**src/design/shms_pkg.sv**
```systemverilog
// Shared types and constants for the strip hit multiplicity selector.
// Used by the threshold table, the accumulator stage and the top level.
`timescale 1ns / 1ps

package shms_pkg;

  // Default parameter values
  localparam int unsigned STRIPS_PER_SIDE_DEF = 128;
  localparam int unsigned ADC_BITS_DEF        = 10;

  // Fixed field widths
  localparam int unsigned OP_W     = 2;
  localparam int unsigned CH_W     = 7;
  localparam int unsigned TAB_AW   = 8;
  localparam int unsigned TAB_DEPTH = 256;
  localparam int unsigned CNT_W    = 8;
  localparam int unsigned CLASS_W  = 2;
  localparam int unsigned SEL_W    = 8;
  localparam int unsigned ENERGY_W = 17;
  localparam int unsigned CHSUM_W  = 14;

  // Item operation codes
  typedef enum logic [OP_W-1:0] {
    OP_LOAD   = 2'd0,
    OP_SAMPLE = 2'd1,
    OP_END    = 2'd2
  } shms_op_e;

  // Control for one item entering the accumulate stage
  typedef struct packed {
    logic sample;  // strip sample: compare and accumulate
    logic finish;  // side ends with this item
    logic side;    // side named by this item
  } shms_step_t;

  // One side summary
  typedef struct packed {
    logic                result_side;
    logic [CNT_W-1:0]    hit_count;
    logic [CLASS_W-1:0]  hit_class;
    logic                interior;
    logic [SEL_W-1:0]    selected_channel;
    logic [ENERGY_W-1:0] energy_sum;
    logic [CHSUM_W-1:0]  channel_sum;
    logic                keep_event;
  } shms_result_t;

endpackage

```
**src/design/shms_thr_table.sv**
```systemverilog
// Per-channel threshold memory: one write port, one registered read port.
// Valid bits make unwritten entries read as zero after reset. Uses shms_pkg.
`timescale 1ns / 1ps

module shms_thr_table #(
  parameter int unsigned ADC_BITS = shms_pkg::ADC_BITS_DEF
) (
  input  logic                        clk_i,
  input  logic                        rst_ni,
  input  logic                        wr_en_i,
  input  logic [shms_pkg::TAB_AW-1:0] wr_addr_i,
  input  logic [ADC_BITS-1:0]         wr_data_i,
  input  logic                        rd_en_i,
  input  logic [shms_pkg::TAB_AW-1:0] rd_addr_i,
  output logic [ADC_BITS-1:0]         rd_data_o
);
  import shms_pkg::*;

  logic [ADC_BITS-1:0]  mem [TAB_DEPTH];
  logic [TAB_DEPTH-1:0] vld_q;
  logic [ADC_BITS-1:0]  rd_data_q;
  logic                 rd_vld_q;

  // Storage array, no reset
  always_ff @(posedge clk_i) begin
    if (wr_en_i) begin
      mem[wr_addr_i] <= wr_data_i;
    end
    if (rd_en_i) begin
      rd_data_q <= mem[rd_addr_i];
    end
  end

  // Entry valid bits and registered read valid
  always_ff @(posedge clk_i or negedge rst_ni) begin
    if (!rst_ni) begin
      vld_q    <= '0;
      rd_vld_q <= 1'b0;
    end else begin
      if (wr_en_i) begin
        vld_q[wr_addr_i] <= 1'b1;
      end
      if (rd_en_i) begin
        rd_vld_q <= vld_q[rd_addr_i];
      end
    end
  end

  // Never-written entries read as their reset value of zero
  assign rd_data_o = rd_vld_q ? rd_data_q : '0;

endmodule

```
**src/design/shms_accum.sv**
```systemverilog
// Hit compare and per-side accumulation, with side summary formation.
// Holds counters, sums, last-hit info and held selections. Uses shms_pkg.
`timescale 1ns / 1ps

module shms_accum #(
  parameter int unsigned STRIPS_PER_SIDE = shms_pkg::STRIPS_PER_SIDE_DEF,
  parameter int unsigned ADC_BITS        = shms_pkg::ADC_BITS_DEF
) (
  input  logic                      clk_i,
  input  logic                      rst_ni,
  input  logic                      adv_i,
  input  shms_pkg::shms_step_t      step_i,
  input  logic [shms_pkg::CH_W-1:0] channel_i,
  input  logic [ADC_BITS-1:0]       adc_i,
  input  logic [ADC_BITS-1:0]       thr_i,
  output shms_pkg::shms_result_t    result_o
);
  import shms_pkg::*;

  localparam int unsigned POS_W = $clog2(STRIPS_PER_SIDE);
  localparam logic [POS_W-1:0] POS_MAX = POS_W'(STRIPS_PER_SIDE - 1);

  logic [CNT_W-1:0]    cnt_q, cnt_upd;
  logic [ENERGY_W-1:0] energy_q, energy_upd;
  logic [CHSUM_W-1:0]  chsum_q, chsum_upd;
  logic [POS_W-1:0]    pos_q, pos_upd;
  logic [POS_W-1:0]    lhp_q, lhp_upd;
  logic [CH_W-1:0]     lhc_q, lhc_upd;
  logic [SEL_W-1:0]    held_front_q, held_back_q;
  logic                fws_q;
  logic                hit;
  logic [ENERGY_W:0]   energy_add;
  logic [CHSUM_W:0]    chsum_add;
  logic [CLASS_W-1:0]  cls;
  logic                single;
  logic [SEL_W-1:0]    sel_new;
  logic [SEL_W-1:0]    sel;

  // Strict compare against the channel threshold
  assign hit = step_i.sample && (adc_i > thr_i);

  // Saturating updates; the sum ceilings are all-ones, so carry-out saturates
  assign energy_add = {1'b0, energy_q} + (ENERGY_W + 1)'(adc_i);
  assign chsum_add  = {1'b0, chsum_q} + (CHSUM_W + 1)'(channel_i);

  always_comb begin
    cnt_upd    = cnt_q;
    energy_upd = energy_q;
    chsum_upd  = chsum_q;
    lhp_upd    = lhp_q;
    lhc_upd    = lhc_q;
    pos_upd    = pos_q;
    if (hit) begin
      if (cnt_q != '1) begin
        cnt_upd = cnt_q + 1'b1;
      end
      energy_upd = energy_add[ENERGY_W] ? '1 : energy_add[ENERGY_W-1:0];
      chsum_upd  = chsum_add[CHSUM_W] ? '1 : chsum_add[CHSUM_W-1:0];
      lhp_upd    = pos_q;
      lhc_upd    = channel_i;
    end
    if (step_i.sample && (pos_q != POS_MAX)) begin
      pos_upd = pos_q + 1'b1;
    end
  end

  // Side summary from the values after this item
  assign cls     = (cnt_upd >= CNT_W'(1) && cnt_upd <= CNT_W'(3)) ? cnt_upd[CLASS_W-1:0] : '0;
  assign single  = (cnt_upd == CNT_W'(1));
  assign sel_new = {step_i.side, lhc_upd};

  always_comb begin
    if (cls != '0) begin
      sel = sel_new;
    end else begin
      sel = step_i.side ? held_back_q : held_front_q;
    end
  end

  always_comb begin
    result_o.result_side      = step_i.side;
    result_o.hit_count        = cnt_upd;
    result_o.hit_class        = cls;
    result_o.interior         = (cnt_upd != '0) && (lhp_upd != '0) && (lhp_upd != POS_MAX);
    result_o.selected_channel = sel;
    result_o.energy_sum       = energy_upd;
    result_o.channel_sum      = chsum_upd;
    result_o.keep_event       = step_i.side && (fws_q || single);
  end

  // State registers
  always_ff @(posedge clk_i or negedge rst_ni) begin
    if (!rst_ni) begin
      cnt_q        <= '0;
      energy_q     <= '0;
      chsum_q      <= '0;
      pos_q        <= '0;
      lhp_q        <= '0;
      lhc_q        <= '0;
      held_front_q <= '0;
      held_back_q  <= '0;
      fws_q        <= 1'b0;
    end else if (adv_i) begin
      lhp_q <= lhp_upd;
      lhc_q <= lhc_upd;
      if (step_i.finish) begin
        cnt_q    <= '0;
        energy_q <= '0;
        chsum_q  <= '0;
        pos_q    <= '0;
        if (cls != '0) begin
          if (step_i.side) begin
            held_back_q <= sel_new;
          end else begin
            held_front_q <= sel_new;
          end
        end
        fws_q <= step_i.side ? 1'b0 : single;
      end else begin
        cnt_q    <= cnt_upd;
        energy_q <= energy_upd;
        chsum_q  <= chsum_upd;
        pos_q    <= pos_upd;
      end
    end
  end

endmodule

```
**src/design/strip_hit_multiplicity_selector_core.sv**
```systemverilog
// Strip hit multiplicity selector, top level: input register, threshold
// table, accumulate stage and result register. Uses shms_pkg, shms_thr_table
// and shms_accum.
//
// Usage:
//  - Input channel (in_valid_i / in_stall_o) carries one item: a threshold
//    load (op 0), a strip sample (op 1) or an end-of-side marker (op 2).
//    Pseudo items and op 3 are accepted and dropped.
//  - Output channel (out_valid_o / out_stall_i) carries one side summary at
//    the strip marked last or at an end marker.
//  - The table is read when the ending item is accepted into the input register;
//    compare and sums follow, and the summary is captured in the result register.
//  - Throughput: one item per cycle while in_stall_o is low; the table has one write
//    and one read port and the accumulate stage takes one item each cycle it advances.
//  - When the receiver stalls, the summary waits in the output register;
//    items that end no side keep flowing, and input stalls only once an
//    ending item reaches the accumulate stage behind a waiting summary.
//  - Reset clears all sums, counters, held selections and the table's
//    entry valid bits, so every threshold reads as zero until loaded. No
//    clearing pass: items are taken right after reset.
`timescale 1ns / 1ps

module strip_hit_multiplicity_selector_core #(
  parameter int unsigned STRIPS_PER_SIDE = shms_pkg::STRIPS_PER_SIDE_DEF,
  parameter int unsigned ADC_BITS        = shms_pkg::ADC_BITS_DEF
) (
  input  logic                          clk_i,
  input  logic                          rst_ni,
  input  logic                          in_valid_i,
  output logic                          in_stall_o,
  input  logic [shms_pkg::OP_W-1:0]     op_i,
  input  logic                          pseudo_i,
  input  logic                          side_i,
  input  logic [shms_pkg::CH_W-1:0]     channel_i,
  input  logic [ADC_BITS-1:0]           adc_value_i,
  input  logic                          last_i,
  output logic                          out_valid_o,
  input  logic                          out_stall_i,
  output logic                          result_side_o,
  output logic [shms_pkg::CNT_W-1:0]    hit_count_o,
  output logic [shms_pkg::CLASS_W-1:0]  hit_class_o,
  output logic                          interior_o,
  output logic [shms_pkg::SEL_W-1:0]    selected_channel_o,
  output logic [shms_pkg::ENERGY_W-1:0] energy_sum_o,
  output logic [shms_pkg::CHSUM_W-1:0]  channel_sum_o,
  output logic                          keep_event_o
);
  import shms_pkg::*;

  logic                accept;
  logic                useful;
  logic                tbl_we;
  logic [TAB_AW-1:0]   tbl_addr;
  logic [ADC_BITS-1:0] thr;

  logic                s1_valid_q;
  shms_step_t          s1_step_q, step_d;
  logic [CH_W-1:0]     s1_ch_q;
  logic [ADC_BITS-1:0] s1_adc_q;
  logic                s1_go;
  logic                adv;

  shms_result_t        res;
  shms_result_t        out_q;
  logic                out_valid_q;

  // Input decode
  assign accept   = in_valid_i && !in_stall_o;
  assign useful   = !pseudo_i && ((op_i == OP_SAMPLE) || (op_i == OP_END));
  assign tbl_we   = accept && !pseudo_i && (op_i == OP_LOAD);
  assign tbl_addr = {side_i, channel_i};

  always_comb begin
    step_d.sample = (op_i == OP_SAMPLE);
    step_d.finish = (op_i == OP_END) || ((op_i == OP_SAMPLE) && last_i);
    step_d.side   = side_i;
  end

  // The accumulate stage moves unless its summary has nowhere to go
  assign s1_go      = !s1_valid_q || !s1_step_q.finish || !out_valid_q || !out_stall_i;
  assign adv        = s1_valid_q && s1_go;
  assign in_stall_o = !s1_go;

  // Threshold table; read data lines up with the input register
  shms_thr_table #(
    .ADC_BITS (ADC_BITS)
  ) u_thr_table (
    .clk_i     (clk_i),
    .rst_ni    (rst_ni),
    .wr_en_i   (tbl_we),
    .wr_addr_i (tbl_addr),
    .wr_data_i (adc_value_i),
    .rd_en_i   (accept),
    .rd_addr_i (tbl_addr),
    .rd_data_o (thr)
  );

  // Input register
  always_ff @(posedge clk_i or negedge rst_ni) begin
    if (!rst_ni) begin
      s1_valid_q <= 1'b0;
    end else if (s1_go) begin
      s1_valid_q <= in_valid_i && useful;
    end
  end

  always_ff @(posedge clk_i) begin
    if (accept) begin
      s1_step_q <= step_d;
      s1_ch_q   <= channel_i;
      s1_adc_q  <= adc_value_i;
    end
  end

  // Compare and accumulate
  shms_accum #(
    .STRIPS_PER_SIDE (STRIPS_PER_SIDE),
    .ADC_BITS        (ADC_BITS)
  ) u_accum (
    .clk_i     (clk_i),
    .rst_ni    (rst_ni),
    .adv_i     (adv),
    .step_i    (s1_step_q),
    .channel_i (s1_ch_q),
    .adc_i     (s1_adc_q),
    .thr_i     (thr),
    .result_o  (res)
  );

  // Result register
  always_ff @(posedge clk_i or negedge rst_ni) begin
    if (!rst_ni) begin
      out_valid_q <= 1'b0;
    end else if (adv && s1_step_q.finish) begin
      out_valid_q <= 1'b1;
    end else if (!out_stall_i) begin
      out_valid_q <= 1'b0;
    end
  end

  always_ff @(posedge clk_i) begin
    if (adv && s1_step_q.finish) begin
      out_q <= res;
    end
  end

  assign out_valid_o        = out_valid_q;
  assign result_side_o      = out_q.result_side;
  assign hit_count_o        = out_q.hit_count;
  assign hit_class_o        = out_q.hit_class;
  assign interior_o         = out_q.interior;
  assign selected_channel_o = out_q.selected_channel;
  assign energy_sum_o       = out_q.energy_sum;
  assign channel_sum_o      = out_q.channel_sum;
  assign keep_event_o       = out_q.keep_event;

  // Checks
  a_no_stall_when_empty: assert property (@(posedge clk_i) disable iff (!rst_ni)
    !s1_valid_q |-> !in_stall_o)
    else $error("input stalled with empty accumulate stage");

  a_out_from_finish: assert property (@(posedge clk_i) disable iff (!rst_ni)
    $rose(out_valid_q) |-> $past(adv && s1_step_q.finish))
    else $error("summary appeared without an ending item");

  a_class_matches_count: assert property (@(posedge clk_i) disable iff (!rst_ni)
    (out_valid_q && (out_q.hit_class != '0)) |->
      (out_q.hit_count == CNT_W'(out_q.hit_class)))
    else $error("hit class disagrees with hit count");

  a_interior_needs_hit: assert property (@(posedge clk_i) disable iff (!rst_ni)
    (out_valid_q && out_q.interior) |-> (out_q.hit_count != '0))
    else $error("interior flag set with no hits");

  a_keep_only_back: assert property (@(posedge clk_i) disable iff (!rst_ni)
    (out_valid_q && out_q.keep_event) |-> out_q.result_side)
    else $error("keep flag on a front summary");

endmodule
```
**config.mk**
```make
export PLATFORM = sky130hd
export DESIGN_NAME = strip_hit_multiplicity_selector_core
export DESIGN_NICKNAME = d
export VERILOG_FILES = /design/src/design/shms_pkg.sv /design/src/design/shms_thr_table.sv /design/src/design/shms_accum.sv /design/src/design/strip_hit_multiplicity_selector_core.sv
export SDC_FILE = /design/constraint.sdc
export NUM_CORES = 2
export LEC_CHECK = 0
export ABC_CLOCK_PERIOD_IN_PS = 5000
export BUFFER_PORTS_ARGS = -buffer_cell sky130_fd_sc_hd__buf_2
export CORE_AREA = 2 2 679 749
export CTS_BUF_LIST = sky130_fd_sc_hd__clkbuf_4 sky130_fd_sc_hd__clkbuf_8 sky130_fd_sc_hd__clkbuf_16
export DETAILED_ROUTE_END_ITERATION = 16
export DIE_AREA = 0 0 681 751
export MAX_ROUTING_LAYER = met4
export PLACE_DENSITY = 0.42
export SLEW_MARGIN = 30
export SYNTH_ARGS = -nofsm -noshare
export SYNTH_HDL_FRONTEND = slang
export SYNTH_HIERARCHICAL = 1
export SYNTH_SLANG_ARGS = --single-unit
```
**constraint.sdc**
```tcl
create_clock -name clk_i -period 5 [get_ports clk_i]
set_input_delay 0.25 -clock clk_i [delete_from_list [all_inputs] [get_ports clk_i]]
set_output_delay 0.25 -clock clk_i [all_outputs]
set_load 0.1 [all_outputs]
```
==> run metrics <==
final worst-path cycle share 83.8%; Yosys cell types 80; most common cell after layout, fill and taps aside edfxtp_1; layout cells sized above 1 32.0%; design area 139000 um2; Core Util, Final 27.6%; Slew @ Worst Pin 1.01 ns; outcome finished clean; gr ovfl total 0; row cnt 274; CP top delay family simple AND/OR/NAND/NOR gates; area grow syn2layout 20.2%; slew margin rel. 32.0%; detailed-route wire length 345000 um; Die W 681 um; Syn Nets 5857; ranking of synthesized cells by area edfxtp_1 (69%), mux4_2 (13%), dfrtp_1 (7.3%); overall power 55.7 mW; Pre-antenna DRT Iters 6; CP arrival 5.00 ns; RSZ-0062 raised after global routing no; Post-CTS Setup Inserts 0; fill count 50100; R2R cell count 11; DR DRC count 0; DR vias 59300; Fin Clk Skew 0.0414 ns; Core ar. 504000 um2; Critical Path End Type flop; Placed Area 127000 um2; dpl hpwl 210000 um; worst hold path cell count 2; worst-path cell with the longest stage delay dfrtp_1; fin worst setup slack 0.809 ns; PwrDens 401 nW/um2; Placement Setup Slack 0.718 ns; gr usage total 13.6%; drt first-iter violations 5373; async set or reset register ratio after synthesis 11.3%; Hold-fix buffers, CTS 26; RePlAce Congestion 0.821; crit path time final 4.19 ns; cts bufs inserted 328; Worst path max stage delay 0.62 ns; leakage 46.0 nW; clock buffer depth 4; die height 751 um; post-synthesis cell count 5797; top-level port count 80; average cell area after synthesis 19.9 um2; data required time of the worst path 5.81 ns; worst hold slack 0.121 ns; Cell Area, Synth 116000 um2; pin count of the biggest net entering global routing 164; dominant cell type by area after synthesis edfxtp_1; synthesized flop and latch total 2977; Final ANT Viol Nets 0; Inst Count DP 12800; Final Non-Filler Cells 13400; post-synthesis sequential area ratio 75.9%; Fin. Hold Viols 0; fmax 239 MHz; H-Tree Level Count 5; register area 87700 um2; Root Driver clkbuf_16; post_cts resized 0; Initial Util 22.9%; Worst setup SP type flop; clock net sink count 2977; HP Class input port to flop; vias per inst 4.42; EDFF count, synth 2642; die area 511000 um2; PortBufs 79; nets 6422; critical path class flop to flop; crit-path max FO 17; Max Cap Viol 0; Worst Path Buf+Inv 1; Routed WL per cell 25.7 um; vias in the first global route 61100; final setup violation count 0; Yosys Warn Count 6; area of the multi-input gates 26500 um2; cells along the critical path and2_1 > inv_1 > ha_1 > nand4_1 > a211oi_2 > a2111o_1 > nand3_2 > mux2_2 > nor3_4 > and3_1 > mux2_1; commonest cells after routing, fill and taps aside edfxtp_1 (2642), mux4_2 (691), buf_4 (411); post-synth top area share 68.6%; Final Max Tran Viols 0; clk slew on worst S/H paths 0.06 ns; global-route wire length before repair 486000 um; ys flop type edfxtp_1; reg2reg setup slack 0.81 ns; total negative slack 0 ns; Peak VDD IR 0.000275 V; CTS tree yes; initial antenna violation count 30; Clock Latency Late Sink 0.94 ns; Worst path depth 11
-- worst register-to-register path: cells and delay by family, from the launching register on --
| family | cells | cell delay (ns) |
|---|---|---|
| AO/OA/AOI/OAI | 2 | 0.77 |
| buffers and inverters | 1 | 0.06 |
| multiplexers | 2 | 0.75 |
| AND/OR/NAND/NOR | 5 | 1.54 |
| flip-flops | 1 | 0.62 |
| adder cells (fa/ha/maj) | 1 | 0.32 |
-- registers in the layout (all words and copies together), names as in the netlist, 8 cells and up --
name / cells
u_thr_table/vld_q: 256
s1_adc_q: 10
u_accum/energy_q: 17
channel_sum_o: 14
u_accum/cnt_q: 8
u_thr_table/mem: 2560
energy_sum_o: 17
u_thr_table/rd_data_q: 10
selected_channel_o: 8
hit_count_o: 8
u_accum/chsum_q: 14
u_accum/held_back_q: 8
-- cells in the mapped netlist, drive strengths merged (4+ instances only) --
| cell | count |
|---|---|
| o21a | 12 |
| nand4 | 20 |
| a311oi | 4 |
| and4 | 4 |
| and3 | 6 |
| nand2 | 135 |
| and2 | 17 |
| or2 | 271 |
| mux4 | 691 |
| a21o | 6 |
| xor2 | 11 |
| o221ai | 10 |
| o31ai | 4 |
| mux2 | 23 |
| nand2b | 11 |
| ha | 32 |
| a31oi | 7 |
| dfrtp | 335 |
| or3 | 5 |
| a22oi | 326 |
| o22ai | 28 |
| xnor2 | 14 |
| edfxtp | 2642 |
| nor4 | 48 |
| o21ai | 36 |
| nor3 | 15 |
| mux2i | 46 |
| a31o | 4 |
| a211oi | 8 |
| nor2b | 17 |
| inv | 33 |
| a22o | 5 |
| o22a | 11 |
| a2111oi | 4 |
| a21oi | 215 |
| o221a | 7 |
| buf | 123 |
| clkbuf | 209 |
| nand3 | 49 |
| nor2 | 318 |
-- cells by family after synthesis --
group / synth area share (%)
fa+ha+maj: 0.381
buf+inv: 1.30
simple gates: 4.02
flops: 75.9
xor+xnor: 0.189
compound gates: 4.13
mux: 14.1
-- area by class of cell --
type | count | share of cell area, %
Inverter | 34 | 0.0919
Antenna cell | 21 | 0.0378
Clock inverter | 151 | 1.11
Clock buffer | 459 | 6.89
Tap cell | 6762 | 6.09
Timing Repair Buffer | 567 | 3.57
Sequential cell | 2977 | 63.1
Multi-Input combinational cell | 2454 | 19.1
-- metal layers --
layer | up-vias | part of all wire, % | GRT usage (%)
li1 | 24900 | - | -
met1 | 32300 | 44 | 17.7
met2 | 1596 | 49 | 22.2
met3 | 474 | 4.9 | 2.03
met4 | 0 | 2.6 | 3.55
met5 | - | 0 | -
-- worst paths after layout --
kind	from	to
worst max-delay path	u_thr_table/rd_vld_q	u_accum/held_back_q[1]
worst min-delay path	channel_i[3]	s1_ch_q[3]
worst max register to register	u_thr_table/rd_vld_q	u_accum/held_back_q[1]
worst min register to register	u_thr_table/vld_q[44]	u_thr_table/vld_q[44]
max in group asynchronous	rst_ni	u_thr_table/vld_q[72]
min in group asynchronous	rst_ni	u_thr_table/vld_q[154]
-- power by group --
| part | switching [mW] | internal, mW |
|---|---|---|
| sequential | 0.160 | 27.3 |
| combinational | 2.18 | 1.19 |
| clock | 10.0 | 14.8 |
No activity file was read; power rests on OpenSTA's default activity.
